===== config.mk =====
export PLATFORM = sky130hd
export DESIGN_NAME = tga_rle_row_encoder
export DESIGN_NICKNAME = d
export VERILOG_FILES = /design/src/rtl/trle_pkg.sv /design/src/rtl/trle_raw_store.sv /design/src/rtl/trle_seq.sv /design/src/rtl/trle_out_buf.sv /design/src/rtl/tga_rle_row_encoder.sv
export VERILOG_INCLUDE_DIRS = /design/src /design/src/rtl
export SDC_FILE = /design/constraint.sdc
export NUM_CORES = 2
export LEC_CHECK = 0
export BUFFER_PORTS_ARGS = -buffer_cell sky130_fd_sc_hd__buf_2
export CORE_MARGIN = 5
export CORE_UTILIZATION = 55
export CTS_CLUSTER_DIAMETER = 150
export DETAILED_ROUTE_END_ITERATION = 8
export PLACE_DENSITY_LB_ADDON = 0.1
export SYNTH_ARGS = -nofsm -noshare
export SYNTH_HDL_FRONTEND = slang
export SYNTH_SLANG_ARGS = --single-unit

===== constraint.sdc =====
create_clock -name clk -period 12.1 [get_ports clk]
set_input_delay 1.21 -clock clk [delete_from_list [all_inputs] [get_ports clk]]
set_output_delay 1.21 -clock clk [all_outputs]
set_load 0.01 [all_outputs]

===== src/rtl/assert_macros.svh =====
// Assertion macros used by the run-length encoder top level.
`ifndef ASSERT_MACROS_SVH
`define ASSERT_MACROS_SVH

// Check that a condition implies an expression in the same cycle.
`define ASSERT_IMPLIES(label, cond, expr, msg) \
	label: assert property (@(posedge clk) disable iff (!arst_n) (cond) |-> (expr)) \
		else $error(msg);

// Check that a condition implies an expression in the following cycle.
`define ASSERT_NEXT(label, cond, expr, msg) \
	label: assert property (@(posedge clk) disable iff (!arst_n) (cond) |=> (expr)) \
		else $error(msg);

`endif


===== src/rtl/trle_pkg.sv =====
// Shared types and constants of the TGA run-length row encoder.
`default_nettype none

package trle_pkg;

	localparam int CFG_IDX_W  = 4;
	localparam int CFG_DATA_W = 8;
	localparam int PIX_W      = 32;
	localparam int LANES      = 4;
	localparam int HDR_LEN_W  = 7;

	// Register indexes of the configuration port
	localparam logic [CFG_IDX_W-1:0] CFG_COMPRESS_ENABLE = CFG_IDX_W'(0);
	localparam logic [CFG_IDX_W-1:0] CFG_PIXEL_FORMAT    = CFG_IDX_W'(1);

	// Pixel format codes
	localparam logic [1:0] FMT_GRAY = 2'd0;
	localparam logic [1:0] FMT_BGR  = 2'd1;

	// Run packet flag in the header byte
	localparam logic [7:0] HDR_RUN = 8'h80;

	// One result word as it leaves the sequencer
	typedef struct packed {
		logic                        header_valid;
		logic [7:0]                  header_byte;
		logic [2:0]                  pixel_count;
		logic [LANES-1:0][PIX_W-1:0] words;
	} result_t;

	// Sequencer to output buffer control
	typedef struct packed {
		logic want;
		logic finish;
		logic row_end;
	} seq_ctl_t;

endpackage

`default_nettype wire


===== src/rtl/trle_raw_store.sv =====
// Raw packet pixel store: one write port, one registered read port.
`default_nettype none

module trle_raw_store #(
	parameter int DEPTH = 128,
	localparam int AW = $clog2(DEPTH)
) (
	input  logic                       clk,
	input  logic                       wr_en,
	input  logic [AW-1:0]              wr_addr,
	input  logic [trle_pkg::PIX_W-1:0] wr_data,
	input  logic                       rd_en,
	input  logic [AW-1:0]              rd_addr,
	output logic [trle_pkg::PIX_W-1:0] rd_data
);
	import trle_pkg::*;

	logic [PIX_W-1:0] mem_q [DEPTH];

	// Write and read the store; read data holds while no read is issued
	always_ff @(posedge clk) begin
		if (wr_en) begin
			mem_q[wr_addr] <= wr_data;
		end
		if (rd_en) begin
			rd_data <= mem_q[rd_addr];
		end
	end

endmodule

`default_nettype wire


===== src/rtl/trle_seq.sv =====
// Packet sequencer: run state, packet planning and raw store drain.
`default_nettype none

module trle_seq #(
	parameter int MAX_PACKET = 128,
	localparam int CW = $clog2(MAX_PACKET + 1),
	localparam int AW = $clog2(MAX_PACKET)
) (
	input  logic                       clk,
	input  logic                       arst_n,
	input  logic                       in_valid,
	output logic                       in_stall,
	input  logic [trle_pkg::PIX_W-1:0] pixel,
	input  logic                       row_end,
	input  logic                       compress_enable,
	input  logic                       can_push,
	output trle_pkg::seq_ctl_t         ctl,
	output trle_pkg::result_t          res,
	output logic                       wr_en,
	output logic [AW-1:0]              wr_addr,
	output logic [trle_pkg::PIX_W-1:0] wr_data,
	output logic                       rd_en,
	output logic [AW-1:0]              rd_addr,
	input  logic [trle_pkg::PIX_W-1:0] rd_data
);
	import trle_pkg::*;

	localparam int LW = $clog2(LANES);

	// Phases of one item's work, lowest index first
	localparam int PH_DRAIN_A  = 0;
	localparam int PH_APPEND_A = 1;
	localparam int PH_RUN_A    = 2;
	localparam int PH_APPEND_B = 3;
	localparam int PH_DRAIN_B  = 4;
	localparam int PH_RUN_B    = 5;
	localparam int PH_PASS     = 6;
	localparam int PH_N        = 7;

	localparam logic [CW-1:0] CNT_ONE = CW'(1);
	localparam logic [CW-1:0] CNT_TWO = CW'(2);
	localparam logic [CW-1:0] CNT_MAX = CW'(MAX_PACKET);
	localparam logic [LW-1:0] LANE_LAST = LW'(LANES - 1);

	typedef enum logic [1:0] {S_IDLE, S_DISP, S_DR_READ, S_DR_PUSH} state_t;
	typedef enum logic [2:0] {OP_NONE, OP_DRAIN, OP_APPEND, OP_RUN, OP_PASS} op_t;

	state_t                      state_q;
	logic [PH_N-1:0]             plan_q;
	logic [PIX_W-1:0]            a_val_q;
	logic [PIX_W-1:0]            b_val_q;
	logic [PIX_W-1:0]            pass_val_q;
	logic [HDR_LEN_W-1:0]        hdr_a_q;
	logic [HDR_LEN_W-1:0]        hdr_b_q;
	logic                        row_end_q;
	logic                        any_q;
	logic [CW-1:0]               run_cnt_q;
	logic [PIX_W-1:0]            run_val_q;
	logic [CW-1:0]               raw_cnt_q;
	logic [CW-1:0]               rd_ptr_q;
	logic [LW-1:0]               ln_q;
	logic                        first_q;
	logic                        cap_v_q;
	logic [LW-1:0]               cap_ln_q;
	logic [LANES-1:0][PIX_W-1:0] g_q;

	logic                 eq_run;
	logic                 run_one;
	logic [CW-1:0]        run_inc;
	logic [CW-1:0]        run1;
	logic [CW-1:0]        run_next;
	logic [PIX_W-1:0]     val1;
	logic [PH_N-1:0]      plan_d;
	logic [HDR_LEN_W-1:0] hdr_a_d;
	logic [HDR_LEN_W-1:0] hdr_b_d;
	logic                 flush;
	logic [CW-1:0]        raw_inc;
	logic [CW-1:0]        rd_ptr_inc;
	logic [HDR_LEN_W-1:0] raw_len;
	op_t                  op;
	logic [PH_N-1:0]      op_clr;
	logic [PIX_W-1:0]     op_val;
	logic [HDR_LEN_W-1:0] op_hdr;
	logic                 want;

	assign run_inc    = run_cnt_q + CNT_ONE;
	assign run_one    = (run_cnt_q == CNT_ONE);
	assign eq_run     = (run_cnt_q != '0) && (pixel == run_val_q);
	assign raw_inc    = raw_cnt_q + CNT_ONE;
	assign rd_ptr_inc = rd_ptr_q + CNT_ONE;
	assign raw_len    = HDR_LEN_W'(raw_cnt_q - CNT_ONE);
	assign in_stall   = (state_q != S_IDLE);

	// Plan the packets that the incoming pixel closes
	always_comb begin
		plan_d  = '0;
		run1    = run_cnt_q;
		val1    = run_val_q;
		hdr_a_d = '0;
		hdr_b_d = '0;
		if (compress_enable) begin
			priority if (run_cnt_q == '0) begin
				run1 = CNT_ONE;
				val1 = pixel;
			end else if (eq_run) begin
				plan_d[PH_DRAIN_A] = run_one;
				if (run_inc == CNT_MAX) begin
					plan_d[PH_RUN_A] = 1'b1;
					hdr_a_d          = HDR_LEN_W'(run_cnt_q);
					run1             = '0;
				end else begin
					run1 = run_inc;
				end
			end else begin
				if (run_one) begin
					plan_d[PH_APPEND_A] = 1'b1;
				end else begin
					plan_d[PH_RUN_A] = 1'b1;
					hdr_a_d          = HDR_LEN_W'(run_cnt_q - CNT_ONE);
				end
				run1 = CNT_ONE;
				val1 = pixel;
			end
		end
		flush    = !compress_enable || row_end;
		run_next = run1;
		if (flush) begin
			plan_d[PH_APPEND_B] = (run1 == CNT_ONE);
			plan_d[PH_DRAIN_B]  = 1'b1;
			plan_d[PH_RUN_B]    = (run1 >= CNT_TWO);
			hdr_b_d             = HDR_LEN_W'(run1 - CNT_ONE);
			run_next            = '0;
		end
		plan_d[PH_PASS] = !compress_enable;
	end

	// Pick the next pending phase
	always_comb begin
		op     = OP_NONE;
		op_clr = '0;
		op_val = a_val_q;
		op_hdr = hdr_a_q;
		priority if (plan_q[PH_DRAIN_A]) begin
			op                 = OP_DRAIN;
			op_clr[PH_DRAIN_A] = 1'b1;
		end else if (plan_q[PH_APPEND_A]) begin
			op                  = OP_APPEND;
			op_clr[PH_APPEND_A] = 1'b1;
		end else if (plan_q[PH_RUN_A]) begin
			op               = OP_RUN;
			op_clr[PH_RUN_A] = 1'b1;
		end else if (plan_q[PH_APPEND_B]) begin
			op                  = OP_APPEND;
			op_clr[PH_APPEND_B] = 1'b1;
			op_val              = b_val_q;
		end else if (plan_q[PH_DRAIN_B]) begin
			op                 = OP_DRAIN;
			op_clr[PH_DRAIN_B] = 1'b1;
		end else if (plan_q[PH_RUN_B]) begin
			op               = OP_RUN;
			op_clr[PH_RUN_B] = 1'b1;
			op_val           = b_val_q;
			op_hdr           = hdr_b_q;
		end else if (plan_q[PH_PASS]) begin
			op              = OP_PASS;
			op_clr[PH_PASS] = 1'b1;
			op_val          = pass_val_q;
		end else begin
			op = OP_NONE;
		end
	end

	// Drive the store ports and the result word
	always_comb begin
		res   = '0;
		want  = 1'b0;
		wr_en = 1'b0;
		rd_en = 1'b0;
		unique case (state_q)
			S_DISP: begin
				unique case (op)
					OP_APPEND: begin
						wr_en = 1'b1;
					end
					OP_RUN: begin
						want             = 1'b1;
						res.header_valid = 1'b1;
						res.header_byte  = HDR_RUN | {1'b0, op_hdr};
						res.pixel_count  = 3'd1;
						res.words[0]     = op_val;
					end
					OP_PASS: begin
						want            = 1'b1;
						res.pixel_count = 3'd1;
						res.words[0]    = op_val;
					end
					default: begin
					end
				endcase
			end
			S_DR_READ: begin
				rd_en = 1'b1;
			end
			S_DR_PUSH: begin
				want             = 1'b1;
				res.header_valid = first_q;
				res.header_byte  = first_q ? {1'b0, raw_len} : 8'd0;
				res.pixel_count  = 3'(cap_ln_q) + 3'd1;
				for (int k = 0; k < LANES; k++) begin
					if (LW'(k) == cap_ln_q) begin
						res.words[k] = rd_data;
					end else if (LW'(k) < cap_ln_q) begin
						res.words[k] = g_q[k];
					end
				end
			end
			default: begin
			end
		endcase
	end

	assign wr_addr     = raw_cnt_q[AW-1:0];
	assign wr_data     = op_val;
	assign rd_addr     = rd_ptr_q[AW-1:0];
	assign ctl.want    = want;
	assign ctl.finish  = (state_q == S_DISP) && (op == OP_NONE) && any_q;
	assign ctl.row_end = row_end_q;

	// Hold state, run registers and drain progress
	always_ff @(posedge clk or negedge arst_n) begin
		if (!arst_n) begin
			state_q    <= S_IDLE;
			plan_q     <= '0;
			a_val_q    <= '0;
			b_val_q    <= '0;
			pass_val_q <= '0;
			hdr_a_q    <= '0;
			hdr_b_q    <= '0;
			row_end_q  <= 1'b0;
			any_q      <= 1'b0;
			run_cnt_q  <= '0;
			run_val_q  <= '0;
			raw_cnt_q  <= '0;
			rd_ptr_q   <= '0;
			ln_q       <= '0;
			first_q    <= 1'b0;
			cap_v_q    <= 1'b0;
			cap_ln_q   <= '0;
			g_q        <= '0;
		end else begin
			// Read data is valid in the cycle after a read cycle
			cap_v_q <= (state_q == S_DR_READ);
			unique case (state_q)
				S_IDLE: begin
					if (in_valid) begin
						plan_q     <= plan_d;
						a_val_q    <= run_val_q;
						b_val_q    <= val1;
						pass_val_q <= pixel;
						hdr_a_q    <= hdr_a_d;
						hdr_b_q    <= hdr_b_d;
						row_end_q  <= row_end;
						run_cnt_q  <= run_next;
						run_val_q  <= val1;
						if (plan_d != '0) begin
							state_q <= S_DISP;
						end
					end
				end
				S_DISP: begin
					unique case (op)
						OP_DRAIN: begin
							plan_q <= plan_q & ~op_clr;
							if (raw_cnt_q != '0) begin
								state_q  <= S_DR_READ;
								rd_ptr_q <= '0;
								ln_q     <= '0;
								first_q  <= 1'b1;
							end
						end
						OP_APPEND: begin
							plan_q    <= plan_q & ~op_clr;
							raw_cnt_q <= raw_inc;
							// A full packet drains at once
							if (raw_inc == CNT_MAX) begin
								state_q  <= S_DR_READ;
								rd_ptr_q <= '0;
								ln_q     <= '0;
								first_q  <= 1'b1;
							end
						end
						OP_RUN, OP_PASS: begin
							if (can_push) begin
								plan_q <= plan_q & ~op_clr;
								any_q  <= 1'b1;
							end
						end
						default: begin
							any_q   <= 1'b0;
							state_q <= S_IDLE;
						end
					endcase
				end
				S_DR_READ: begin
					cap_ln_q <= ln_q;
					rd_ptr_q <= rd_ptr_inc;
					ln_q     <= ln_q + LW'(1);
					if (cap_v_q) begin
						g_q[cap_ln_q] <= rd_data;
					end
					if ((ln_q == LANE_LAST) || (rd_ptr_inc == raw_cnt_q)) begin
						state_q <= S_DR_PUSH;
					end
				end
				S_DR_PUSH: begin
					if (can_push) begin
						any_q   <= 1'b1;
						first_q <= 1'b0;
						ln_q    <= '0;
						if (rd_ptr_q == raw_cnt_q) begin
							raw_cnt_q <= '0;
							state_q   <= S_DISP;
						end else begin
							state_q <= S_DR_READ;
						end
					end
				end
				default: begin
					state_q <= S_IDLE;
				end
			endcase
		end
	end

endmodule

`default_nettype wire


===== src/rtl/trle_out_buf.sv =====
// Result hold stage and output register with burst and row marking.
`default_nettype none

module trle_out_buf (
	input  logic                       clk,
	input  logic                       arst_n,
	input  trle_pkg::seq_ctl_t         ctl,
	input  trle_pkg::result_t          res,
	output logic                       can_push,
	output logic                       out_valid,
	input  logic                       out_stall,
	output logic                       header_valid,
	output logic [7:0]                 header_byte,
	output logic [2:0]                 pixel_count,
	output logic [trle_pkg::PIX_W-1:0] word0,
	output logic [trle_pkg::PIX_W-1:0] word1,
	output logic [trle_pkg::PIX_W-1:0] word2,
	output logic [trle_pkg::PIX_W-1:0] word3,
	output logic                       row_done,
	output logic                       burst_end
);
	import trle_pkg::*;

	result_t h_res_q;
	result_t o_res_q;
	logic    h_valid_q;
	logic    h_last_q;
	logic    h_row_q;
	logic    o_valid_q;
	logic    o_last_q;
	logic    o_row_q;
	logic    out_free;
	logic    hold_move;
	logic    push;

	// A held word moves on once it is known whether it closes the burst
	assign out_free  = !o_valid_q || !out_stall;
	assign hold_move = h_valid_q && out_free && (ctl.want || h_last_q);
	assign can_push  = !h_valid_q || out_free;
	assign push      = ctl.want && can_push;

	// Advance the hold and output valid flags
	always_ff @(posedge clk or negedge arst_n) begin
		if (!arst_n) begin
			h_valid_q <= 1'b0;
			h_last_q  <= 1'b0;
			h_row_q   <= 1'b0;
			o_valid_q <= 1'b0;
			o_last_q  <= 1'b0;
			o_row_q   <= 1'b0;
		end else begin
			if (hold_move) begin
				o_valid_q <= 1'b1;
				o_last_q  <= h_last_q;
				o_row_q   <= h_row_q;
			end else if (o_valid_q && !out_stall) begin
				o_valid_q <= 1'b0;
			end
			if (push) begin
				h_valid_q <= 1'b1;
				h_last_q  <= 1'b0;
				h_row_q   <= 1'b0;
			end else if (hold_move) begin
				h_valid_q <= 1'b0;
			end
			// Mark the last word of the item
			if (ctl.finish) begin
				h_last_q <= 1'b1;
				h_row_q  <= ctl.row_end;
			end
		end
	end

	// Load payload
	always_ff @(posedge clk) begin
		if (push) begin
			h_res_q <= res;
		end
		if (hold_move) begin
			o_res_q <= h_res_q;
		end
	end

	assign out_valid    = o_valid_q;
	assign header_valid = o_res_q.header_valid;
	assign header_byte  = o_res_q.header_byte;
	assign pixel_count  = o_res_q.pixel_count;
	assign word0        = o_res_q.words[0];
	assign word1        = o_res_q.words[1];
	assign word2        = o_res_q.words[2];
	assign word3        = o_res_q.words[3];
	assign row_done     = o_row_q;
	assign burst_end    = o_last_q;

endmodule

`default_nettype wire


===== src/rtl/tga_rle_row_encoder.sv =====
// Top level of the TGA run-length row encoder.
//
// Channel   Direction  Handshake             Word
// cfg       in         cfg_valid/cfg_ready   cfg_index, cfg_data
// in        in         in_valid/in_stall     red, green, blue, alpha, row_end
// out       out        out_valid/out_stall   header, pixel_count, word0..3, flags
//
// A pixel that opens a run, or extends one of two or more pixels below the packet
// limit and ends no row, is taken at once. Any other pixel dispatches its planned
// steps (append, drain, run word, pass-through word) in turn, and a closing step
// marks the end of its burst if it pushed a word. A raw drain reads one pixel a
// cycle on the single store read port and pushes each word as the output takes
// it. Reset clears run state and flags, never the store; output stalls back up.
`default_nettype none
`include "assert_macros.svh"

module tga_rle_row_encoder #(
	parameter int MAX_PACKET = 128
) (
	input  logic                            clk,
	input  logic                            arst_n,
	input  logic                            cfg_valid,
	output logic                            cfg_ready,
	input  logic [trle_pkg::CFG_IDX_W-1:0]  cfg_index,
	input  logic [trle_pkg::CFG_DATA_W-1:0] cfg_data,
	input  logic                            in_valid,
	output logic                            in_stall,
	input  logic [7:0]                      red,
	input  logic [7:0]                      green,
	input  logic [7:0]                      blue,
	input  logic [7:0]                      alpha,
	input  logic                            row_end,
	output logic                            out_valid,
	input  logic                            out_stall,
	output logic                            header_valid,
	output logic [7:0]                      header_byte,
	output logic [2:0]                      pixel_count,
	output logic [31:0]                     word0,
	output logic [31:0]                     word1,
	output logic [31:0]                     word2,
	output logic [31:0]                     word3,
	output logic                            row_done,
	output logic                            burst_end
);
	import trle_pkg::*;

	localparam int AW = $clog2(MAX_PACKET);

	logic             compress_en_q;
	logic [1:0]       pixel_format_q;
	logic [PIX_W-1:0] pixel;
	logic             can_push;
	seq_ctl_t         ctl;
	result_t          res;
	logic             wr_en;
	logic [AW-1:0]    wr_addr;
	logic [PIX_W-1:0] wr_data;
	logic             rd_en;
	logic [AW-1:0]    rd_addr;
	logic [PIX_W-1:0] rd_data;

	assign cfg_ready = 1'b1;

	// Take register writes; drop unknown indexes
	always_ff @(posedge clk or negedge arst_n) begin
		if (!arst_n) begin
			compress_en_q  <= 1'b1;
			pixel_format_q <= FMT_BGR;
		end else if (cfg_valid && cfg_ready) begin
			if (cfg_index == CFG_COMPRESS_ENABLE) begin
				compress_en_q <= cfg_data[0];
			end else if (cfg_index == CFG_PIXEL_FORMAT) begin
				pixel_format_q <= cfg_data[1:0];
			end
		end
	end

	// Pack the pixel in file byte order
	always_comb begin
		unique case (pixel_format_q)
			FMT_GRAY: pixel = {24'd0, red};
			FMT_BGR:  pixel = {8'd0, red, green, blue};
			default:  pixel = {alpha, red, green, blue};
		endcase
	end

	trle_seq #(
		.MAX_PACKET(MAX_PACKET)
	) u_seq (
		.clk             (clk),
		.arst_n          (arst_n),
		.in_valid        (in_valid),
		.in_stall        (in_stall),
		.pixel           (pixel),
		.row_end         (row_end),
		.compress_enable (compress_en_q),
		.can_push        (can_push),
		.ctl             (ctl),
		.res             (res),
		.wr_en           (wr_en),
		.wr_addr         (wr_addr),
		.wr_data         (wr_data),
		.rd_en           (rd_en),
		.rd_addr         (rd_addr),
		.rd_data         (rd_data)
	);

	trle_raw_store #(
		.DEPTH(MAX_PACKET)
	) u_store (
		.clk     (clk),
		.wr_en   (wr_en),
		.wr_addr (wr_addr),
		.wr_data (wr_data),
		.rd_en   (rd_en),
		.rd_addr (rd_addr),
		.rd_data (rd_data)
	);

	trle_out_buf u_out (
		.clk          (clk),
		.arst_n       (arst_n),
		.ctl          (ctl),
		.res          (res),
		.can_push     (can_push),
		.out_valid    (out_valid),
		.out_stall    (out_stall),
		.header_valid (header_valid),
		.header_byte  (header_byte),
		.pixel_count  (pixel_count),
		.word0        (word0),
		.word1        (word1),
		.word2        (word2),
		.word3        (word3),
		.row_done     (row_done),
		.burst_end    (burst_end)
	);

	// A run packet carries exactly one pixel
	`ASSERT_IMPLIES(a_run_one_pixel, out_valid && header_valid && header_byte[7], pixel_count == 3'd1, "run packet with more than one pixel")
	// Every word carries one to four pixels
	`ASSERT_IMPLIES(a_count_range, out_valid, (pixel_count != 3'd0) && (pixel_count <= 3'(LANES)), "pixel count out of range")
	// Row completion only on the last word of a burst
	`ASSERT_IMPLIES(a_row_done_last, out_valid && row_done, burst_end, "row done before end of burst")
	// A pass-through pixel always keeps the sequencer busy next cycle
	`ASSERT_NEXT(a_pass_busy, in_valid && !in_stall && !compress_en_q, in_stall, "pass-through pixel produced no work")

endmodule

`default_nettype wire

== Word level (Yosys, flattened, before mapping) ==
Memory sizes are Yosys's and may differ from the RTL's. A register that Yosys moved wholly into a read port is not among the register bits.
Cells that the tools add are included.
Word-level totals
  memories: 1
  bits in writable memories: 4096
  flip-flop bits (word level): 568
  output and inout bits: 145
  logic and storage cells: 265
Memories
  u_store.mem_q: depth 128, bits a word 32, read ports 1, clocked after Yosys merged registers in 1, write ports 1, RTL line trle_raw_store.sv:18  | logic [PIX_W-1:0] mem_q [DEPTH];
Operators by class
  muxes and demuxes: 122
  $add $sub $neg: 8
  reduce and logical (&&, ||, !) cells: 48
  bitwise operators: 3
  equality and inequality tests: 34
  order comparisons: 7
Operator list (number)
  $mux W32: 20
  $bwmux W128: 1
  $pmux W32 S2: 2
  $mux W7: 15
  $mux W8: 10
  $demux W32 S2: 1
  $pmux W8 S2: 3
  $mux W3: 11
  $eq A32 B32 Y1: 1
  $mux W1: 32
  $pmux W7 S2: 2
  $add A8 B1 Y8 const B: 3
  $pmux W12 S2: 1
  $mux W2: 11
  $sub A7 B1 Y7 const B: 3
  $eq A8 B1 Y1 const B: 2
  $eq A8 B8 Y1: 2
  $eq A8 B8 Y1 const B: 2
  $reduce_and A4 Y1: 4
  $reduce_bool A8 Y1: 2
  $reduce_bool A2 Y1: 7
  $ne A2 B2 Y1 const B: 6
  $ne A3 B3 Y1 const B: 4
  $pmux W2 S3: 2
  41 further kinds: 75

== Depth between registers and ports, before layout ==
  word-level depth: 15
  mapped depth: 17
  mapped depth without buffers: 13

== Hierarchy ==
A second synthesis with hierarchy kept.
Second synthesis, totals
  cell total of the unflattened synthesis: 7838
  area total of the unflattened synthesis: 179886.3 sq um
Modules (own cells, without submodules)
  trle_raw_store: times used 1, area an instance 156603.9 sq um, sequential area each 123958.9 sq um, cells each 5990
  trle_seq: times used 1, area an instance 14174.8 sq um, sequential area each 6180.9 sq um, cells each 1502
  trle_out_buf: times used 1, area an instance 8665.8 sq um, sequential area each 8558.2 sq um, cells each 300
  tga_rle_row_encoder: times used 1, area an instance 441.7 sq um, sequential area each 77.6 sq um, cells each 46

== Worst setup path before layout ==
OpenSTA, ideal clock, no wires.
  path type: input to register
  start: input port out_stall
  end: register u_out.h_row_q
  arrival: 8.865 ns
  library setup time: 0.451 ns
  stages: 4
  setup slack: 2.784 ns
  path buffers: 0
  cells stage by stage: nand3_1 nand2_1 a21oi_1 o21ai_0
On the way
  longest elaborated chain between the ends: 5
Ends and longest elaborated chain
  start: declaration: RTL line tga_rle_row_encoder.sv:34  | input logic out_stall,
  $logic_not A1 Y1: RTL line trle_out_buf.sv:37  | assign out_free = !o_valid_q || !out_stall;
  $logic_or A1 B1 Y1: RTL line trle_out_buf.sv:37
  $logic_or A1 B1 Y1: RTL line trle_out_buf.sv:39  | assign can_push = !h_valid_q || out_free;
  $logic_and A1 B1 Y1: RTL line trle_out_buf.sv:40  | assign push = ctl.want && can_push;
  named net u_out.push: RTL line trle_out_buf.sv:34  | logic push;
  $reduce_bool A2 Y1 (no line)
  end signal: assignment: RTL line trle_out_buf.sv:69  | h_row_q <= ctl.row_end;
  end: declaration: RTL line trle_out_buf.sv:28  | logic h_row_q;
The timed path passes the listed nets, and every way through them passes these cells.
A chain may end at the register's enable or synchronous reset.

==> Flow_metrics.wiki <==
{| class="wikitable"
! Metric !! Value
|-
| Wire length of the first global-routing pass || 639 mm
|-
| Top cell by count, worst path || sky130_fd_sc_hd__mux4_2
|-
| Worst setup path category || reg2reg
|-
| Most area-consuming cells after synthesis || sky130_fd_sc_hd__edfxtp_1 74%, sky130_fd_sc_hd__mux4_2 17%, sky130_fd_sc_hd__dfrtp_1 3.5%
|-
| Pins over their slew limit || 0
|-
| CTS Root Buffer Type || sky130_fd_sc_hd__clkbuf_16
|-
| Area growth from synthesis to layout || 12.6%
|-
| Worst endpoint data arrival time || 6.30 ns
|-
| Largest net degree at the start of global routing || 144
|-
| Type of destination of the critical path || register
|-
| Die Y || 581 um
|-
| Async SR Flop Fraction || 5.49%
|-
| RD Place Congestion || 0.872
|-
| Routed length per placed instance || 34.6 um
|-
| Peak supply drop || 299 uV
|-
| Count of warnings emitted by yosys || 0
|-
| Top cell family by delay on the critical path || multiplexers
|-
| Fraction of final layout cells sized beyond drive strength 1 || 31.9%
|-
| Setup repair after global routing missed its margin || no
|-
| Core region area || 0.325 mm2
|-
| Sequential share of power || 43.5%
|-
| Io pins || 195
|-
| Setup TNS after final layout || 0 ns
|-
| Clock share of power || 27.7%
|-
| Post-Syn Area || 0.180 mm2
|-
| Critical path's largest stage delay || 0.85 ns
|-
| Power per cell area || 252 mW/mm2
|-
| Final setup violating endpoints || 0
|-
| Placed wire-length estimate after detailed placement || 247 mm
|-
| Cell-by-cell trace of the critical path || buf_12 -> buf_4 -> buf_4 -> mux4_2 -> mux4_2 -> mux4_2 -> mux2_2
|-
| Sum of overflow across all layers after global routing || 0
|-
| CTS tree || yes
|-
| Count of nets after finishing || 8378
|-
| Count of maximum capacitance violations || 0
|-
| DR pass1 iterations || 7
|-
| Standard-cell row count || 209
|-
| Synthesized area divided by synthesized cell count || 22.8 um2
|-
| Final hold slack || 0.240 ns
|-
| Post-CTS sizing || 0
|-
| Switching power summed over all nets || 16.2 mW
|-
| Clock buffer depth || 4
|-
| Cell leakage power || 64.4 nW
|-
| Worst Setup Slack post-DPL || 6.42 ns
|-
| Worst-Margin Slew || 1.48 ns
|-
| # clock sinks || 4664
|-
| Number of buffers inserted by port buffering || 187
|-
| Clock input transition at the sequential cells of the worst setup and hold paths || 0.06 ns
|-
| Share of the synthesized area in the top cell type || 73.7%
|-
| Count of flip-flops with a built-in enable after synthesis || 4408
|-
| Period utilization || 46.3%
|-
| Crit Path Max Fanout || 66
|-
| TritonCTS Buffers || 462
|-
| Initial standard-cell utilization of the core || 55.3%
|-
| Worst Setup Slack, final || 6.50 ns
|-
| Number of DRC violations after detailed-routing iteration 0 || 11500
|-
| Die area || 0.338 mm2
|-
| Most used DFF post-synth || sky130_fd_sc_hd__edfxtp_1
|-
| Data required time at the worst endpoint || 12.80 ns
|-
| Hold bufs inserted after CTS || 0
|-
| Post-synthesis sequential element count || 4664
|-
| Vias in the first global route || 85200
|-
| Worst hold path type || in2async
|-
| Highest Clock Rate || 0.179 GHz
|-
| Total via count after detailed routing || 86000
|-
| Synthesized Nets || 7925
|-
| Clock Skew || 0.0478 ns
|-
| Buffer and inverter count on the worst path || 3
|-
| Aggregate global-route resource usage || 26.6%
|-
| Post-route minimum period || 5.60 ns
|-
| Final Hold Viols || 0
|-
| Count of cell types in the netlist || 85
|-
| Highest-delay cell along the critical path || sky130_fd_sc_hd__buf_4
|-
| Number of vias per cell || 6.58
|-
| Post-CTS Repair Setup Buffers || 0
|-
| Count of H-tree levels built during CTS || 5
|-
| Run status || complete, no violations
|-
| Share of power burned in combinational logic || 28.8%
|-
| Source-to-sink clock delay at the later pin of the worst-skew pair || 0.99 ns
|-
| Internal Power || 34.7 mW
|-
| Die W || 581 um
|-
| Kind of launch point of the worst setup path || register
|-
| Register area share after synthesis || 77.3%
|-
| Aggregate routed wire length || 452 mm
|-
| Most area-hungry cell type in the Yosys netlist || sky130_fd_sc_hd__edfxtp_1
|-
| Overall power of the completed layout || 50.9 mW
|-
| Slew margin rel. || 1.12%
|-
| Post-route DRC || 0
|-
| Antenna violations before repair || 58
|-
| Post-route antenna net violation count || 0
|-
| Gate count after technology mapping || 7860
|-
| Share of total power consumed by net switching || 31.7%
|}
==> Yosys cell counts (48+ instances only) <==
| cell | count |
|---|---|
| sky130_fd_sc_hd__o21ai_0 | 128 |
| sky130_fd_sc_hd__inv_1 | 61 |
| sky130_fd_sc_hd__nor2_1 | 201 |
| sky130_fd_sc_hd__clkbuf_1 | 315 |
| sky130_fd_sc_hd__o22ai_1 | 48 |
| sky130_fd_sc_hd__nor3_1 | 70 |
| sky130_fd_sc_hd__nand2_1 | 262 |
| sky130_fd_sc_hd__edfxtp_1 | 4408 |
| sky130_fd_sc_hd__buf_2 | 90 |
| sky130_fd_sc_hd__dfrtp_1 | 254 |
| sky130_fd_sc_hd__mux4_2 | 1344 |
| sky130_fd_sc_hd__a22oi_1 | 65 |
| sky130_fd_sc_hd__mux2_2 | 132 |
==> through the flow <==
step                area [um2]  utilization [%]  instances
global placement        187000             57.7      12200
detailed placement      187000             57.7      12200
CTS                     202000             62.3      13000
finish                  202000             62.3      13100
global route            202000             62.3      13100
floorplan               180000                -       7860
==> path summary, 6_finish.rpt <==
check	from	cells after the start	slack [ns]	end
max in group asynchronous	arst_n	3	9.44	u_seq.g_q[69]
worst max-delay path	u_seq.rd_ptr_q[0]	7	6.50	u_store.rd_data[17]
worst min-delay path	arst_n	1	0.24	u_out.burst_end
worst max register to register	u_seq.rd_ptr_q[0]	7	6.50	u_store.rd_data[17]
min in group clk	u_out.h_res_q[9]	0	0.40	u_out.word0[9]
worst min register to register	u_out.h_res_q[9]	0	0.40	u_out.word0[9]
==> flip-flops by register name (all words and copies together), names as in the netlist, 7 cells and up <==
signal,flops
u_seq.b_val_q,32
u_seq.pass_val_q,32
u_seq.rd_ptr_q,8
u_seq.hdr_b_q,7
u_out.word3,32
u_out.word1,32
u_seq.hdr_a_q,7
u_seq.plan_q,7
u_out.h_res_q,140
u_out.word0,32
u_seq.a_val_q,32
u_out.header_byte,8
u_out.word2,32
u_seq.g_q,96
u_store.rd_data,32
u_seq.run_cnt_q,8
u_store.mem_q,4096
u_seq.raw_cnt_q,8
==> power groups by stage <==
stage                     clock, mW  combinational [mW]  sequential, mW
final                          14.1                14.6            22.2
after global routing           15.0                15.4            22.3
after CTS                      14.3                14.7            22.1
after detailed placement          0                14.7            22.5
after global placement            0                14.4            22.4
after floorplan                   0                8.89            22.4
==> placed cells by master, fill, tap and decap left out, types with 54 or more instances in the layout <==
master and instances:
sky130_fd_sc_hd__edfxtp_1 4408, sky130_fd_sc_hd__mux4_2 1344, sky130_fd_sc_hd__clkbuf_16 469, sky130_fd_sc_hd__nand2_1 259, sky130_fd_sc_hd__dfrtp_1 247, sky130_fd_sc_hd__buf_4 237, sky130_fd_sc_hd__buf_2 186, sky130_fd_sc_hd__mux2_2 132
sky130_fd_sc_hd__o21ai_0 128, sky130_fd_sc_hd__nor2_1 124, sky130_fd_sc_hd__clkinv_1 116, sky130_fd_sc_hd__clkinv_2 92, sky130_fd_sc_hd__clkbuf_1 82, sky130_fd_sc_hd__nor2_4 76, sky130_fd_sc_hd__a22oi_1 65, sky130_fd_sc_hd__nor3_2 54
==> final cells by class <==
cell class | instances | area (um2)
multi-input combinational | 2687 | 39600
timing repair buffer | 437 | 2990
clock inverter | 299 | 2830
sequential | 4664 | 139000
fill | 21900 | 122000
clock buffer | 555 | 12100
inverter | 61 | 309
tap | 4325 | 5410
antenna | 39 | 97.6
==> kinds of logic after synthesis <==
| logic type | count (synthesis) | share of synthesized area (%) |
|---|---|---|
| multiplexers | 1524 | 18.0 |
| other | 1 | 0.00209 |
| AND/OR/NAND/NOR | 710 | 1.79 |
| adder cells (fa/ha/maj) | 15 | 0.105 |
| AO/OA/AOI/OAI | 396 | 1.50 |
| flip-flops | 4664 | 77.3 |
| buffers and inverters | 509 | 1.14 |
| XOR/XNOR | 41 | 0.200 |
==> worst reg2reg max path, stage by stage (launching register included) <==
cell and delay [ns]:
sky130_fd_sc_hd__dfrtp_4 0.79, sky130_fd_sc_hd__buf_12 0.45, sky130_fd_sc_hd__buf_4 1.03, sky130_fd_sc_hd__buf_4 0.85, sky130_fd_sc_hd__mux4_2 0.66, sky130_fd_sc_hd__mux4_2 0.59, sky130_fd_sc_hd__mux4_2 0.60, sky130_fd_sc_hd__mux2_2 0.37
==> metal layers <==
metal / vias to the layer above / track usage, % / routed length (um) / share of wire (%)
met5: - / 0 / 44 / 0.0097
met4: 8 / 7.11 / 12700 / 2.8
met3: 701 / 5.10 / 42300 / 9.4
met2: 4366 / 40.7 / 213000 / 47
met1: 46600 / 40.2 / 183000 / 41
li1: 34200 / - / - / -
Note: power is estimated with default switching activity, not from simulation.
